File: src/rtl/core/vwia_pkg.sv
// Package for the variable-width integer ALU.
// Holds the request/result types, opcodes, the pipeline stage type and helpers.
// Depends on nothing.
package vwia_pkg;

    localparam int DW    = 64;
    localparam int WW    = 7;
    localparam int NCELL = DW;

    typedef enum logic [4:0] {
        OP_ADD   = 5'd0,
        OP_SUB   = 5'd1,
        OP_MUL   = 5'd2,
        OP_NEG   = 5'd3,
        OP_SDIV  = 5'd4,
        OP_UDIV  = 5'd5,
        OP_SREM  = 5'd6,
        OP_UREM  = 5'd7,
        OP_AND   = 5'd8,
        OP_OR    = 5'd9,
        OP_XOR   = 5'd10,
        OP_SHL   = 5'd11,
        OP_LSHR  = 5'd12,
        OP_ASHR  = 5'd13,
        OP_SEXT  = 5'd14,
        OP_ZEXT  = 5'd15,
        OP_TRUNC = 5'd16,
        OP_EQ    = 5'd17,
        OP_NE    = 5'd18,
        OP_ULT   = 5'd19,
        OP_ULE   = 5'd20,
        OP_UGT   = 5'd21,
        OP_UGE   = 5'd22,
        OP_INC   = 5'd23,
        OP_DEC   = 5'd24
    } op_t;

    typedef enum logic [1:0] {
        ERR_OK      = 2'd0,
        ERR_DIVZERO = 2'd1,
        ERR_EXTEND  = 2'd2
    } err_t;

    typedef struct packed {
        logic [4:0]    opcode;
        logic [WW-1:0] operand_width;
        logic [DW-1:0] operand_a;
        logic [DW-1:0] operand_b;
    } req_t;

    typedef struct packed {
        logic [DW-1:0] result_value;
        logic [WW-1:0] result_width;
        logic [1:0]    error_code;
    } rsp_t;

    // Control carried alongside the datapath through every cell.
    typedef struct packed {
        logic [4:0]    op;
        logic [WW-1:0] w;
        logic [WW-1:0] rw;
        logic [1:0]    err;
        logic          neg_a;
        logic          neg_b;
        logic [DW-1:0] res;
    } ctrl_t;

    typedef struct packed {
        logic          valid;
        ctrl_t         ctrl;
        logic [DW-1:0] rem;
        logic [DW-1:0] quo;
        logic [DW-1:0] dvsr;
        logic [DW-1:0] mcand;
        logic [DW-1:0] mplier;
        logic [DW-1:0] acc;
    } stage_t;

    function automatic logic [DW-1:0] width_mask(input logic [WW-1:0] w);
        logic [DW-1:0] m;
        begin
            if (w >= WW'(DW))
            begin
                m = '1;
            end
            else
            begin
                m = (DW'(1) << w[5:0]) - DW'(1);
            end
            return m;
        end
    endfunction

endpackage

File: src/rtl/core/vwia_cell.sv
// One cell of the ALU chain: one restoring-divide step and one shift-add
// multiply step per cycle, registered. Uses vwia_pkg.
module vwia_cell (
    input  logic             clk,
    input  logic             rst_n,
    input  vwia_pkg::stage_t st_in,
    output vwia_pkg::stage_t st_out
);
    import vwia_pkg::*;

    logic [DW:0]   t, diff;
    logic          ge;
    logic          valid_reg;
    stage_t        st_next, st_reg;

    always_comb
    begin
        t    = {st_in.rem, st_in.quo[DW-1]};
        diff = t - {1'b0, st_in.dvsr};
        ge   = !diff[DW];

        st_next        = st_in;
        st_next.rem    = ge ? diff[DW-1:0] : t[DW-1:0];
        st_next.quo    = {st_in.quo[DW-2:0], ge};
        st_next.acc    = st_in.acc + (st_in.mplier[0] ? st_in.mcand : '0);
        st_next.mcand  = st_in.mcand << 1;
        st_next.mplier = st_in.mplier >> 1;
    end

    always_ff @(posedge clk or negedge rst_n)
    begin
        if (!rst_n)
        begin
            valid_reg <= 1'b0;
        end
        else
        begin
            valid_reg <= st_in.valid;
        end
    end

    always_ff @(posedge clk)
    begin
        st_reg <= st_next;
    end

    always_comb
    begin
        st_out       = st_reg;
        st_out.valid = valid_reg;
    end

endmodule

File: config.mk
export PLATFORM = sky130hd
export DESIGN_NAME = vwia_cell
export DESIGN_NICKNAME = d
export VERILOG_FILES = /design/src/rtl/core/vwia_pkg.sv /design/src/rtl/core/vwia_cell.sv
export SDC_FILE = /design/constraint.sdc
export NUM_CORES = 1
export LEC_CHECK = 0
export BUFFER_PORTS_ARGS = -buffer_cell sky130_fd_sc_hd__buf_2
export CORE_AREA = 3 3 371 373
export DETAILED_ROUTE_END_ITERATION = 10
export DIE_AREA = 0 0 374 376
export HOLD_SLACK_MARGIN = 0.03
export PLACE_DENSITY_LB_ADDON = 0.25
export SLEW_MARGIN = 20
export SYNTH_ARGS = -nofsm -noshare
export SYNTH_HDL_FRONTEND = slang
export SYNTH_SLANG_ARGS = --single-unit
File: constraint.sdc
create_clock -name clk -period 1.6 [get_ports clk]
set_input_delay 0.24 -clock clk [delete_from_list [all_inputs] [get_ports clk]]
set_output_delay 0.24 -clock clk [all_outputs]
set_load 0.01 [all_outputs]
Word level (Yosys, flattened, before mapping)
Index checks and enable logic that the tools add are counted.
W data, S select, Z words.
{"block": "op_classes", "muxes": 2, "n_reduce_logical": 1, "addsub": 2}
{"op": "$mux W64", "count": 2}
{"op": "$sub A65 B64 Y65", "count": 1}
{"op": "$add A64 B64 Y64", "count": 1}
{"op": "$logic_not A1 Y1", "count": 1}
{"block": "word_totals", "ff_bits": 470, "input_bits": 474}

Depth between registers and ports, before layout
Gate-level depths: netlist of the first run.
{"block": "depth", "ltp_word": 2, "depth_mapped": 15, "ltp_nobuf": 13}

Worst setup path after synthesis of the first run
OpenSTA, ideal clock, no wires.
{"block": "synth_timing", "path_type": "input-to-reg", "start": "input port st_in[319] (netlist bit)", "end": "register st_reg (netlist bit st_out[347])", "setup_ns": 0.123, "arrival_time_ns": 3.215, "slack_ns": -1.738, "cell_stages": 15, "cell_sequence": "inv_1 > ha_1 > fa_1 > nand2b_1 > a21oi_2 > o21bai_4 > a211oi_2 > o21bai_2 > o41ai_4 > a21oi_4 > o21ai_2 > xor2_1 > buf_6 > buf_8 > mux2_1"}
{"element": "from (decl)", "line": "vwia_cell.sv:6", "text": "input vwia_pkg::stage_t st_in,"}
{"element": "to (signal assigned)", "line": "vwia_cell.sv:44", "text": "st_reg <= st_next;"}
{"element": "to (decl)", "line": "vwia_cell.sv:14", "text": "stage_t st_next, st_reg;"}

==> impl_metrics.py, run 1 <==
metrics = {
    "logic_synthesis": {
        "synth.avg_cell_area_um2": 10.3,
        "synth_most_common_cell": "dfxtp_1",
        "netlist_top_cells_count": "dfxtp_1, a21oi_1, ha_1",
        "yosysSeqAreaShare": 0.507,
        "synthDistinctLibCells": 78,
        "synthCells": 1810,
        "synth_edf_count": 0,
        "yosys_warnings": 0,
        "synth_area_um2": 18600,
        "synth-seq-cells": 470,
        "yosysTopAreaCellShare": 0.506,
        "ys.flop_type": "dfxtp_1",
        "synth_top_area_cell": "dfxtp_1",
        "yosys-top-cells-area": "dfxtp_1, ha_1, a21oi_1",
        "async_flop_share": 0.00213,
    },
    "placed_design": {
        "io_buffers": 943,
        "place_hpwl_um": 103000,
        "placed_cells": 5019,
        "place_congestion": 0.849,
    },
    "global_routing": {
        "grt_pass1_vias": 22600,
        "met3_usage": 0.0544,
        "met2_usage": 0.318,
        "grt_max_degree": 22,
        "gr-total-overflow": 0,
        "antenna_found_initial": 98,
        "busiest_layer": "met2",
        "track_usage": 0.169,
        "grt_util_met1": 0.180,
        "grt_first_pass_wirelength_um": 169000,
    },
    "detailed_routing": {
        "drt-total-wl_um": 124000,
        "vias": 21100,
        "final_antenna_net_count": 0,
        "drtIter0Drc": 791,
        "drc_errors": 0,
        "detail_route.first_pass.iterations": 5,
        "routedWlPerCell_um": 21.9,
        "viasPerCell": 3.74,
    },
    "timing": {
        "grt_setup_unrepaired": "true",
        "maxSlewViolCount": 0,
        "setup_viol": 116,
        "finalHoldViolations": 2,
        "fmax_mhz": 373,
        "layout_setup_ws_ns": -1.08,
        "fin_crit_ns": 2.68,
        "timing.final.crit_share": 1.68,
        "hold-worst-slack_ns": -0.324,
    },
    "setup_path": {
        "worst-path-max-fanout": 7,
        "worstSetupEndpointType": "flip-flop",
        "slowest_delay_ns": 0.34,
        "path_cells": "buf_8 > inv_12 > ha_4 > fa_2 > nand2b_4 > a21oi_4 > o21bai_4 > a211oi_4 > o21bai_2 > o41ai_4 > a21oi_4 > o21ai_4 > xor2_4 > buf_6 > buf_6 > buf_12 > mux2_4",
        "cp-start-kind": "primary input",
        "startpoint": "st_in[319]",
        "path_class": "primary input to flip-flop",
        "cp_num_buf_inv": 5,
        "cp.arrival_ns": 3.24,
        "path_delay_family": "compound AO/OA/AOI/OAI gates",
        "cp_slowest_cell": "fa_2",
        "cp.required_ns": 2.16,
    },
    "cells_and_area": {
        "area_growth_pct": 108,
        "layout.cells.non_filler": 5655,
        "nNetsFinal": 4390,
        "layout-drive-gt1-share": 0.513,
        "largest_reg_flops": 469,
    },
    "cts": {
        "cts_max_path_buffers": 3,
        "h-tree-depth": 2,
        "cts_buffers": 61,
        "clock-sinks": 470,
        "clk_pin_slew_ns": 0.06,
        "cts_tree": "done",
        "cts-root-buf": "clkbuf_16",
    },
    "power_and_ir_drop": {
        "p_total_w": 0.0398,
        "power_density_nw_per_um2": 1030,
        "p_leak_nw": 18.6,
        "ir_drop_v": 0.000953,
    },
    "floorplan": {
        "boundaryPins": 946,
        "dieArea_um2": 141000,
        "die_width_um": 374,
        "core-area_um2": 135000,
        "chipHeight_um": 376,
        "rows": 135,
        "start_util": 0.137,
    },
    "hold_path": {
        "worstHoldStart": "st_in[192]",
        "hp-class": "primary input to flip-flop",
    },
    "outcome": {
        "violations": "negative hold slack, negative setup slack",
        "outcome": "finished with violations",
    },
    "flow_run": {
        "drv_cap": 0,
    },
}
-- cells in the final DEF (no fill, tap or decap), types with 9 or more instances in the layout --
master,Yosys,routed
a31oi_1,13,10
nor2_1,75,65
mux2_4,31,61
inv_1,110,109
buf_4,3,556
nor3_1,13,10
xor2_1,48,44
a21oi_1,164,118
nand3_1,26,24
nand4_1,34,34
buf_2,13,932
ha_4,0,31
diode_2,0,38
o211ai_1,11,11
o21ai_1,5,11
nand2_2,0,9
o21bai_1,28,27
xnor2_2,0,20
clkbuf_8,0,13
a21oi_2,1,30
a21o_1,60,60
dlygate4sd3_1,0,435
and2_1,68,44
o21a_1,17,15
a21oi_4,1,18
dfxtp_1,469,463
nand2_1,113,98
o21ai_0,87,60
and2_4,0,24
ha_1,127,95
xnor2_1,75,52
clkbuf_16,0,63
buf_6,1,45
o21ai_2,1,14
-- path summary, 6_finish.rpt --
kind	endpoint	slack, ns	depth (start not counted)
worst max-delay path	st_out[323]	-1.08	17
max in group asynchronous	valid_reg	1.08	3
worst min-delay path	st_out[192]	-0.32	1
min in group asynchronous	valid_reg	0.41	3
-- kinds of logic (layout without fill, tap and decap cells) --
group                    count (synthesis)  count (layout)  share of synthesized area
flip-flops                             470             470                      0.507
buffers and inverters                  184            2209                     0.0433
multiplexers                            64              64                     0.0449
adder cells (fa/ha/maj)                129             129                     0.0878
AND/OR/NAND/NOR                        376             376                     0.0997
AO/OA/AOI/OAI                          463             463                      0.159
other                                    1              40                   0.000202
XOR/XNOR                               123             123                     0.0581
-- through the flow --
stage	setup WS [ns]	hold slack, ns	util	cell area [um^2]	TNS, ns
final	-1.08	-0.324	0.286	38700	-96.68
after floorplan	-1.52	-0.0556	-	19300	-142.58
after CTS	-1.11	-0.400	0.282	38100	-98.54
after detailed placement	-2.03	0.0157	0.223	30100	-206.67
after global placement	-2.02	0.0155	0.223	30100	-206.46
after global routing	-1.18	-0.379	0.286	38600	-104.92
-- layer usage --
| metal | up-vias | routed length, um |
|---|---|---|
| met3 | 169 | 10200 |
| met4 | 34 | 3690 |
| met5 | - | 209 |
| met1 | 9815 | 45800 |
| met2 | 805 | 63900 |
| li1 | 10300 | - |
-- area by class of cell --
| type | count | area, um^2 |
|---|---|---|
| clock inverter | 29 | 440 |
| tap | 1781 | 2230 |
| sequential | 470 | 9420 |
| inverter | 110 | 425 |
| clock buffer | 83 | 1760 |
| antenna | 38 | 95.1 |
| timing repair buffer | 1987 | 14100 |
| fill | 14500 | 96300 |
| multi-input combinational | 1157 | 10200 |
-- power by group --
group          leakage (nW)  switching (W)  internal [W]
Clock                  1.06        0.00612       0.00903
Sequential             3.97       0.000394        0.0129
Combinational          13.5        0.00553       0.00584
Total                  18.6         0.0120        0.0278
-- timing repair --
action,CTS,global route
resized for setup,215,89
cloned,6,1
hold buffers,432,3
endpoints found under the setup margin,129,119
pin swaps,95,66
hold endpoints to repair,434,4
setup buffers,58,29
No activity file was read; power rests on OpenSTA's default activity.
==> inputs of run 2 (changes only) <==
--- a/config.mk
+++ b/config.mk
@@ -9,2 +9,3 @@
 export CORE_AREA = 3 3 371 373
+export CTS_BUF_LIST = sky130_fd_sc_hd__clkbuf_4
 export DETAILED_ROUTE_END_ITERATION = 10
@@ -13,2 +14,3 @@
 export PLACE_DENSITY_LB_ADDON = 0.25
+export RECOVER_POWER = 100
 export SLEW_MARGIN = 20
--- a/constraint.sdc
+++ b/constraint.sdc
@@ -3,2 +3,2 @@
 set_output_delay 0.24 -clock clk [all_outputs]
-set_load 0.01 [all_outputs]
+set_load 0.1 [all_outputs]
==> run 2 against run 1 <==
Effect of this change: the flow still finishes with violations (negative hold slack, negative setup slack); count of clock-buffer cells in the layout rose by 124; setup slack improved by 0.30 ns; first-iteration DRC count rose by 8.7%; global-route usage rose by 1.7 points; hold slack got worse by 0.41 ns; non-clock buffer count rose by 474; via count rose by 14%; critical path depth fell by 1; critical endpoint is now st_out[379]; highest routed layer unchanged.
==> impl_metrics.py, run 2 (synthesized netlist as in run 1, its figures left out) <==
metrics = {
    "timing": {
        "final.setup.tns_ns": -170.17,
        "timing.final.crit_share": 1.49,
        "maxSlewViolCount": 0,
        "timing_worst_slew_pin_value_ns": 0.685,
        "hold-worst-slack_ns": -0.733,
        "setup_viol": 585,
        "fmax_mhz": 421,
        "relSlewSlack": 0.539,
        "finalHoldViolations": 58,
        "grt_setup_unrepaired": "true",
        "fin_crit_ns": 2.38,
        "layout_setup_ws_ns": -0.777,
    },
    "cts": {
        "cts_buffers": 152,
        "h-tree-depth": 4,
        "cts_max_path_buffers": 3,
        "clk_pin_slew_ns": 0.07,
        "cts_tree": "done",
        "clock-sinks": 470,
        "cts-root-buf": "clkbuf_4",
    },
    "setup_path": {
        "worstSetupEndpointType": "flip-flop",
        "cp_slowest_cell": "fa_2",
        "cp.required_ns": 2.51,
        "cp_num_buf_inv": 4,
        "cp.arrival_ns": 3.29,
        "cp-start-kind": "primary input",
        "path_delay_family": "compound AO/OA/AOI/OAI gates",
        "slowest_delay_ns": 0.39,
        "path_class": "primary input to flip-flop",
        "critPathMostFrequentCell": "a21oi_4",
        "path_cells": "buf_8 > inv_12 > ha_4 > fa_2 > nand2b_4 > a21oi_4 > o21bai_4 > a211oi_4 > o21bai_2 > o41ai_4 > a21oi_4 > o21ai_4 > xor2_4 > buf_6 > buf_16 > mux2_4",
        "worst-path-max-fanout": 7,
    },
    "detailed_routing": {
        "routedWlPerCell_um": 21.6,
        "drc_errors": 0,
        "drt-total-wl_um": 135000,
        "viasPerCell": 3.84,
        "drtIter0Drc": 860,
        "final_antenna_net_count": 0,
        "vias": 24100,
        "detail_route.first_pass.iterations": 5,
    },
    "hold_path": {
        "hp-class": "primary input to flip-flop",
        "min_path_cells": 1,
        "holdPathEnd": "st_out[242]",
        "worstHoldStart": "st_in[242]",
    },
    "cells_and_area": {
        "layout_common_cells": "dlygate4sd3_1, buf_4, buf_12, dfxtp_2, buf_2",
        "fill_cells": 13100,
        "area_growth_pct": 174,
        "final_util": 0.376,
        "layout-drive-gt1-share": 0.554,
        "largest_reg_flops": 469,
        "layout.cells.non_filler": 6287,
        "nNetsFinal": 4955,
        "final_common_cell": "dlygate4sd3_1",
    },
    "outcome": {
        "violations": "negative hold slack, negative setup slack",
        "outcome": "finished with violations",
    },
    "placed_design": {
        "place_congestion": 0.846,
        "placed_cells": 5014,
        "place_hpwl_um": 102000,
        "io_buffers": 943,
    },
    "flow_run": {
        "drv_cap": 0,
    },
    "global_routing": {
        "grt_max_degree": 25,
        "grt_pass1_vias": 26300,
        "antenna_found_initial": 101,
        "met2_usage": 0.338,
        "track_usage": 0.187,
        "gr-total-overflow": 0,
        "met3_usage": 0.0749,
        "grt_first_pass_wirelength_um": 187000,
        "grt_util_met1": 0.190,
        "busiest_layer": "met2",
    },
    "power_and_ir_drop": {
        "power_density_nw_per_um2": 1010,
        "p_total_w": 0.0512,
        "ir_drop_v": 0.000741,
        "p_leak_nw": 23.0,
    },
    "floorplan": {
        "die_width_um": 374,
        "chipHeight_um": 376,
        "dieArea_um2": 141000,
        "boundaryPins": 946,
        "start_util": 0.137,
        "core-area_um2": 135000,
        "rows": 135,
    },
}
[run 2: cell type report]
cell class | instances | area [um^2] | share of cell area
flip-flops and latches | 470 | 10100 | 0.199
inverters | 110 | 425 | 0.00837
repair buffers | 2461 | 25800 | 0.508
diodes | 51 | 128 | 0.00251
well taps | 1781 | 2230 | 0.0439
clock inverters | 50 | 330 | 0.00650
clock buffers | 207 | 1550 | 0.0306
multi-input cells | 1157 | 10200 | 0.201
[run 2: metrics by stage]
step	setup slack [ns]	cell area (um^2)	hold slack (ns)
6_report	-0.777	50800	-0.733
2_1_floorplan	-1.52	19300	-0.0556
5_1_grt	-0.690	50700	-0.953
4_1_cts	-0.599	49400	-0.979
3_3_place_gp	-2.01	30200	0.0151
3_5_place_dp	-2.01	30200	0.0159
[run 2: worst max-delay path by stage]
| stage | depth (start not counted) | from | slack, ns | endpoint |
|---|---|---|---|---|
| after floorplan | 15 | st_in[319] | -1.52 | st_out[347] |
| after global placement | 15 | st_in[319] | -2.01 | st_out[327] |
| after detailed placement | 15 | st_in[319] | -2.01 | st_out[323] |
| after CTS | 17 | st_in[319] | -0.60 | st_out[379] |
| after global routing | 13 | st_in[216] | -0.69 | st_out[381] |
| final | 16 | st_in[319] | -0.78 | st_out[379] |
[run 2: layer usage]
metal,wire length (um),part of all wire,up-vias
li1,-,-,11500
met1,47300,0.35,11300
met2,69300,0.51,984
met3,12600,0.093,293
met4,6070,0.045,34
met5,218,0.0016,-
[run 2: what timing repair did]
item                        CTS  global route
hold endpoints to repair    471           104
hold buffers                867            57
cloned                        7             1
buffers inserted             32            32
setup endpoints to repair   568           580
gates resized for setup    2467           164
pin swaps                    71           107
[run 2: report_power, final]
part	internal [W]	switching (W)	leakage, nW
Sequential	0.0132	0.00111	3.99
Clock	0.00627	0.00651	1.12
Combinational	0.0104	0.0138	17.9
Total	0.0298	0.0214	23.0
